--- config.mk ---
export PLATFORM = sky130hd
export DESIGN_NAME = svn_ram
export DESIGN_NICKNAME = d
export VERILOG_FILES = /design/src/rtl/svn_ram.sv
export SDC_FILE = /design/constraint.sdc
export NUM_CORES = 1
export LEC_CHECK = 0
export ABC_AREA = 0
export BUFFER_PORTS_ARGS = -buffer_cell sky130_fd_sc_hd__buf_2
export CAP_MARGIN = 10
export CORE_MARGIN = 2
export CORE_UTILIZATION = 30
export CTS_CLUSTER_DIAMETER = 40
export CTS_CLUSTER_SIZE = 10
export DETAILED_ROUTE_END_ITERATION = 10
export GPL_TIMING_DRIVEN = 1
export MAX_ROUTING_LAYER = met4
export PLACE_DENSITY_LB_ADDON = 0.08
export SKIP_CTS_REPAIR_TIMING = 1
export SLEW_MARGIN = 20
export SYNTH_ARGS = -nofsm -noshare
export SYNTH_HDL_FRONTEND = slang
export SYNTH_SLANG_ARGS = --single-unit
--- constraint.sdc ---
create_clock -name clk -period 2.5 [get_ports clk]
set_input_delay 0.625 -clock clk [delete_from_list [all_inputs] [get_ports clk]]
set_output_delay 0.625 -clock clk [all_outputs]
set_load 0.02 [all_outputs]
--- src/rtl/svn_ram.sv ---
// Generic single-write, single-read RAM with registered read data.
module svn_ram #(
    parameter int WIDTH = 8,
    parameter int DEPTH = 16
) (
    input  logic                     clk,
    input  logic                     we,
    input  logic [$clog2(DEPTH)-1:0] waddr,
    input  logic [WIDTH-1:0]         wdata,
    input  logic [$clog2(DEPTH)-1:0] raddr,
    output logic [WIDTH-1:0]         rdata
);
    logic [WIDTH-1:0] mem [DEPTH];

    always_ff @(posedge clk)
    begin
        if (we)
        begin
            mem[waddr] <= wdata;
        end
        rdata <= mem[raddr];
    end
endmodule

==> flow_metrics.env, run 1 <==
export IMPL_outcome="completed"
export IMPL_synth_xor_area_frac=0
export IMPL_die_w_um=135
export IMPL_wirelength_um=11300
export IMPL_drive_gt1_frac=0.333
export IMPL_die_h_um=135
export IMPL_grt_pass1_wl_um=16800
export IMPL_tns_ns=0
export IMPL_fmax_mhz=588
export IMPL_core_area_um2=16700
export IMPL_dr_pass1_iters=4
export IMPL_antenna_found_initial=0
export IMPL_synthSimpleGateAreaFrac=0.0318
export IMPL_drt_wirelength_per_cell_um=21.7
export IMPL_clk_pin_slew_worst_paths_ns=0.06
export IMPL_cpPeakStageDelay_ns=0.52
export IMPL_syn_area_per_cell_um2=22.5
export IMPL_vdd_drop_max_v=0.000475
export IMPL_syn_cell_area_um2=5150
export IMPL_grt_max_degree=21
export IMPL_synth_top_family_by_area="multiplexers"
export IMPL_io_buffers=25
export IMPL_tightest_slew_ns=0.480
export IMPL_start_util=0.308
export IMPL_hold_violations=0
export IMPL_setup_slack_ns=0.799
export IMPL_yosysSeqAreaShare=0.778
export IMPL_crit_required_ns=2.78
export IMPL_synth_compound_area_frac=0.0233
export IMPL_place_congestion=0.753
export IMPL_ant_nets=0
export IMPL_yosys_cell_types_count=19
export IMPL_io_pins=26
export IMPL_slowest_stage="mux4_2"
export IMPL_synthAdderAreaFrac=0
export IMPL_p_per_area_nw_per_um2=856
export IMPL_clockRootBuffer="clkbuf_16"
export IMPL_syn_inst=229
export IMPL_utilization=0.376
export IMPL_skew_ns=0.00796
export IMPL_cap_violations=0
export IMPL_final_nets=308
export IMPL_relSlewSlack=0.680
export IMPL_cts_tree="built"
export IMPL_cp_cell_sequence="buf_2, buf_12, mux4_2, a22oi_1, nand2_1"
export IMPL_yosys_register_bits=136
export IMPL_cts_sinks=136
export IMPL_drc_errors=0
export IMPL_synth_nets=247
export IMPL_worstSetupStartpointType="input port"
export IMPL_viasPerCell=4.63
export IMPL_timing_final_crit_period_ns=1.70
export IMPL_leakagePower_nw=2.13
export IMPL_num_vias=2419
export IMPL_cts_buffer_depth=2
export IMPL_post_dp_cell_area_um2=5680
export IMPL_preCtsSetupSlack_ns=0.382
export IMPL_muxShareOfSynthArea=0.150
export IMPL_hold_path_class="input port to flop"
export IMPL_grt_overflow=0
export IMPL_cts_buffers=17
export IMPL_path_class="input port to flop"
export IMPL_endpoint_kind="flop"
export IMPL_area_growth_pct=22.1
export IMPL_fin_crit_sh=0.680
export IMPL_finalHoldWorstSlack_ns=0.607
export IMPL_worstSkewPairLatency_ns=0.42
export IMPL_cp_num_buf_inv=2
export IMPL_rows=47
export IMPL_rsz0062_at_grt="false"
export IMPL_crit_arrival_ns=1.98
export IMPL_synth_yosys_warnings=0
export IMPL_grt_pass1_vias=2564
export IMPL_cpLargestDelayFamily="multiplexers"
export IMPL_diodes=0
export IMPL_final_setup_viol_count=0
export IMPL_critPathMaxFanout=20
export IMPL_grt_usage=0.139
export IMPL_dieArea_um2=18200
export IMPL_htree_levels=4
export IMPL_slew_viol_final=0
export IMPL_drtIter0Drc=185
export IMPL_dp_hpwl_um=7280
export IMPL_fin_area_um2=6290
==> synthesized netlist by cell type <==
cell type	n	share of area
and2b_1	1	0.0015
dfxtp_1	8	0.031
buf_4	1	0.0015
nand2_1	9	0.0066
edfxtp_1	128	0.75
and2_1	1	0.0012
mux4_2	18	0.079
a22oi_1	16	0.023
nand3b_1	2	0.0029
buf_2	3	0.0029
nor2b_1	1	0.0012
clkdlybuf4s25_2	3	0.0058
or3b_2	1	0.0017
nor2_1	13	0.0095
buf_6	3	0.0066
nor3_1	4	0.0039
nand2b_1	2	0.0024
nand3_1	1	0.00097
mux4_1	14	0.071
==> report_power, final <==
part	switching, mW	total, mW	internal [mW]
Sequential	0.0126	2.56	2.55
Clock	0.903	2.55	1.65
Combinational	0.158	0.264	0.106
==> layout by cell type, fill, tap and decap left out, types with 8 or more instances in the layout <==
master | netlist | routed
mux4_2 | 18 | 18
nor2_1 | 13 | 13
dfxtp_1 | 8 | 8
a22oi_1 | 16 | 16
nand2_1 | 9 | 9
buf_4 | 1 | 26
clkbuf_16 | 0 | 17
edfxtp_1 | 128 | 128
buf_2 | 3 | 25
mux4_1 | 14 | 14
==> path summary, 6_finish.rpt <==
check / start / end / slack [ns] / cells after the start
max: raddr[0] / rdata[6]$_DFF_P_ / 0.80 / 5
min: wdata[5] / mem[2][5]$_DFFE_PP_ / 0.61 / 1
max reg2reg: mem[3][6]$_DFFE_PP_ / rdata[6]$_DFF_P_ / 1.04 / 3
min reg2reg: mem[15][1]$_DFFE_PP_ / rdata[1]$_DFF_P_ / 0.67 / 3
==> routing by layer <==
metal / wire [um] / share of wire / up-vias / global-route usage
li1: - / - / 1095 / -
met1: 5430 / 0.48 / 1264 / 0.185
met2: 5330 / 0.47 / 50 / 0.205
met3: 428 / 0.038 / 10 / 0.0439
met4: 140 / 0.012 / 0 / 0.0434
met5: 0 / 0 / - / -
==> cells by family (layout without fill, tap and decap cells) <==
logic type	count (synthesis)	count (layout)
AOI/OAI and AO/OA	16	16
buffers and inverters	10	84
DFF	136	136
muxes	32	32
and+or+nand+nor	35	35
==> through the flow <==
step / cells / power [mW]
6_report: 523 / 5.38
3_5_place_dp: 491 / 2.88
5_1_grt: 523 / 5.58
2_1_floorplan: 229 / 2.76
4_1_cts: 523 / 5.46
3_3_place_gp: 491 / 2.88
==> state kept, by name, indices dropped and copies added, names as in the netlist <==
name   cells
mem      128
rdata      8
==> cell type report <==
cell class,instances,area [um2]
Tap cell,220,275
Timing Repair Buffer,52,340
Fill cell,1575,10400
Sequential cell,136,4000
Multi-Input combinational cell,83,1060
Clock inverter,15,184
Clock buffer,17,425
No activity file was read; power rests on OpenSTA's default activity.
==> run 2: changes to the inputs <==
==> constraint.sdc (replaced) <==
create_clock -name clk -period 1.4 [get_ports clk]
set_input_delay 0.35 -clock clk [delete_from_list [all_inputs] [get_ports clk]]
set_output_delay 0.35 -clock clk [all_outputs]
set_load 0.02 [all_outputs]
==> flow_metrics.env, run 2 (synthesis results as in run 1) <==
export IMPL_drc_errors=0
export IMPL_drt_wirelength_per_cell_um=20.6
export IMPL_r2r_setup_slack_ns=0.05
export IMPL_fmax_mhz=740
export IMPL_ant_nets=0
export IMPL_tns_ns=0
export IMPL_critPathMaxFanout=1
export IMPL_reg2reg_from="mem[3][5]$_DFFE_PP_"
export IMPL_cpPeakStageDelay_ns=0.48
export IMPL_place_congestion=0.726
export IMPL_crit_required_ns=1.69
export IMPL_grt_max_degree=18
export IMPL_p_total_mw=10.2
export IMPL_viasPerCell=4.61
export IMPL_antenna_found_initial=0
export IMPL_hold_depth=1
export IMPL_clk_pin_slew_worst_paths_ns=0.06
export IMPL_final_nets=326
export IMPL_worstSkewPairLatency_ns=0.42
export IMPL_reg2regPathDepth=3
export IMPL_num_vias=2494
export IMPL_tightest_slew_ns=0.796
export IMPL_fillerInstances=1534
export IMPL_die_h_um=135
export IMPL_final_cell_mix="edfxtp_1, buf_4, mux4_2"
export IMPL_clockRootBuffer="clkbuf_16"
export IMPL_regArea_um2=4000
export IMPL_dpl_cell_count=509
export IMPL_dr_pass1_iters=4
export IMPL_hold_violations=0
export IMPL_cp_cell_sequence="mux4_2, a22oi_1, nand2_1"
export IMPL_die_w_um=135
export IMPL_path_class="flop to flop"
export IMPL_grt_overflow=0
export IMPL_fin_crit_sh=0.966
export IMPL_cts_tree="built"
export IMPL_io_pins=26
export IMPL_met3_usage=0.0424
export IMPL_wirelength_um=11200
export IMPL_met1_usage=0.184
export IMPL_cpLargestDelayFamily="multiplexers"
export IMPL_slew_viol_final=0
export IMPL_crit_path_start="mem[3][5]$_DFFE_PP_"
export IMPL_grt_pass1_vias=2655
export IMPL_final_common_cell="edfxtp_1"
export IMPL_hold_path_class="input port to flop"
export IMPL_vdd_drop_max_v=0.000849
export IMPL_area_growth_pct=27.4
export IMPL_leakagePower_nw=2.23
export IMPL_timing_final_crit_period_ns=1.35
export IMPL_cap_violations=0
export IMPL_drtIter0Drc=209
export IMPL_diodes=0
export IMPL_cp_num_buf_inv=0
export IMPL_skew_ns=0.00523
export IMPL_min_from="wdata[5]"
export IMPL_rows=47
export IMPL_io_buffers=25
export IMPL_core_area_um2=16700
export IMPL_multi_input_area_um2=1070
export IMPL_cts_buffer_depth=2
export IMPL_reg_top3="mem (128), rdata (8)"
export IMPL_worstSetupStartpointType="flop"
export IMPL_final_setup_viol_count=0
export IMPL_cts_sinks=136
export IMPL_drive_gt1_frac=0.445
export IMPL_dieArea_um2=18200
export IMPL_grt_usage=0.139
export IMPL_cts_buffers=17
export IMPL_busiest_layer="met2"
export IMPL_regMostFlops="mem"
export IMPL_min_to="mem[9][5]$_DFFE_PP_"
export IMPL_largest_reg_flops=128
export IMPL_slowest_stage="mux4_2"
export IMPL_met2_usage=0.207
export IMPL_relSlewSlack=0.468
export IMPL_rsz0062_at_grt="false"
export IMPL_endpoint_kind="flop"
export IMPL_r2r_end="rdata[5]$_DFF_P_"
export IMPL_dp_hpwl_um=7660
export IMPL_p_per_area_nw_per_um2=1550
export IMPL_htree_levels=4
export IMPL_stdcell_count=541
export IMPL_crit_arrival_ns=1.64
export IMPL_grt_pass1_wl_um=17000
export IMPL_start_util=0.308
export IMPL_outcome="completed"
## run 2: final cells by class
type | instances | share of cell area
tap | 220 | 0.0420
multi-input combinational | 83 | 0.163
sequential | 136 | 0.611
timing repair buffer | 70 | 0.0802
clock inverter | 10 | 0.0286
clock buffer | 22 | 0.0754
## run 2: how the worst max path moves through the flow
stage | end | slack (ns) | cells after the start
after floorplan | mem[0][0]$_DFFE_PP_ | -0.05 | 2
after global placement | rdata[2]$_DFF_P_ | -0.48 | 6
after detailed placement | rdata[2]$_DFF_P_ | -0.46 | 6
after CTS | rdata[2]$_DFF_P_ | -0.01 | 6
after global routing | rdata[7]$_DFF_P_ | 0.009 | 4
final | rdata[5]$_DFF_P_ | 0.05 | 3
## run 2: stage by stage
step | instance area, um2 | hold slack, ns | setup slack (ns) | util
after floorplan | 5180 | 0.449 | -0.0530 | -
after global placement | 5860 | 0.664 | -0.479 | 0.351
after detailed placement | 5860 | 0.662 | -0.460 | 0.351
after CTS | 6540 | 0.315 | -0.0114 | 0.392
after global routing | 6560 | 0.333 | 0.00878 | 0.393
final | 6560 | 0.330 | 0.0480 | 0.393
## run 2: report_power, final
group / switching (mW) / internal [mW] / total [mW]
Sequential: 0.0263 / 4.55 / 4.58
Combinational: 0.297 / 0.236 / 0.533
Clock: 1.66 / 3.40 / 5.06
## run 2: routing by layer
layer	vias up	part of all wire
li1	1119	-
met1	1309	0.48
met2	57	0.47
met3	9	0.045
met4	0	0.012
met5	-	0
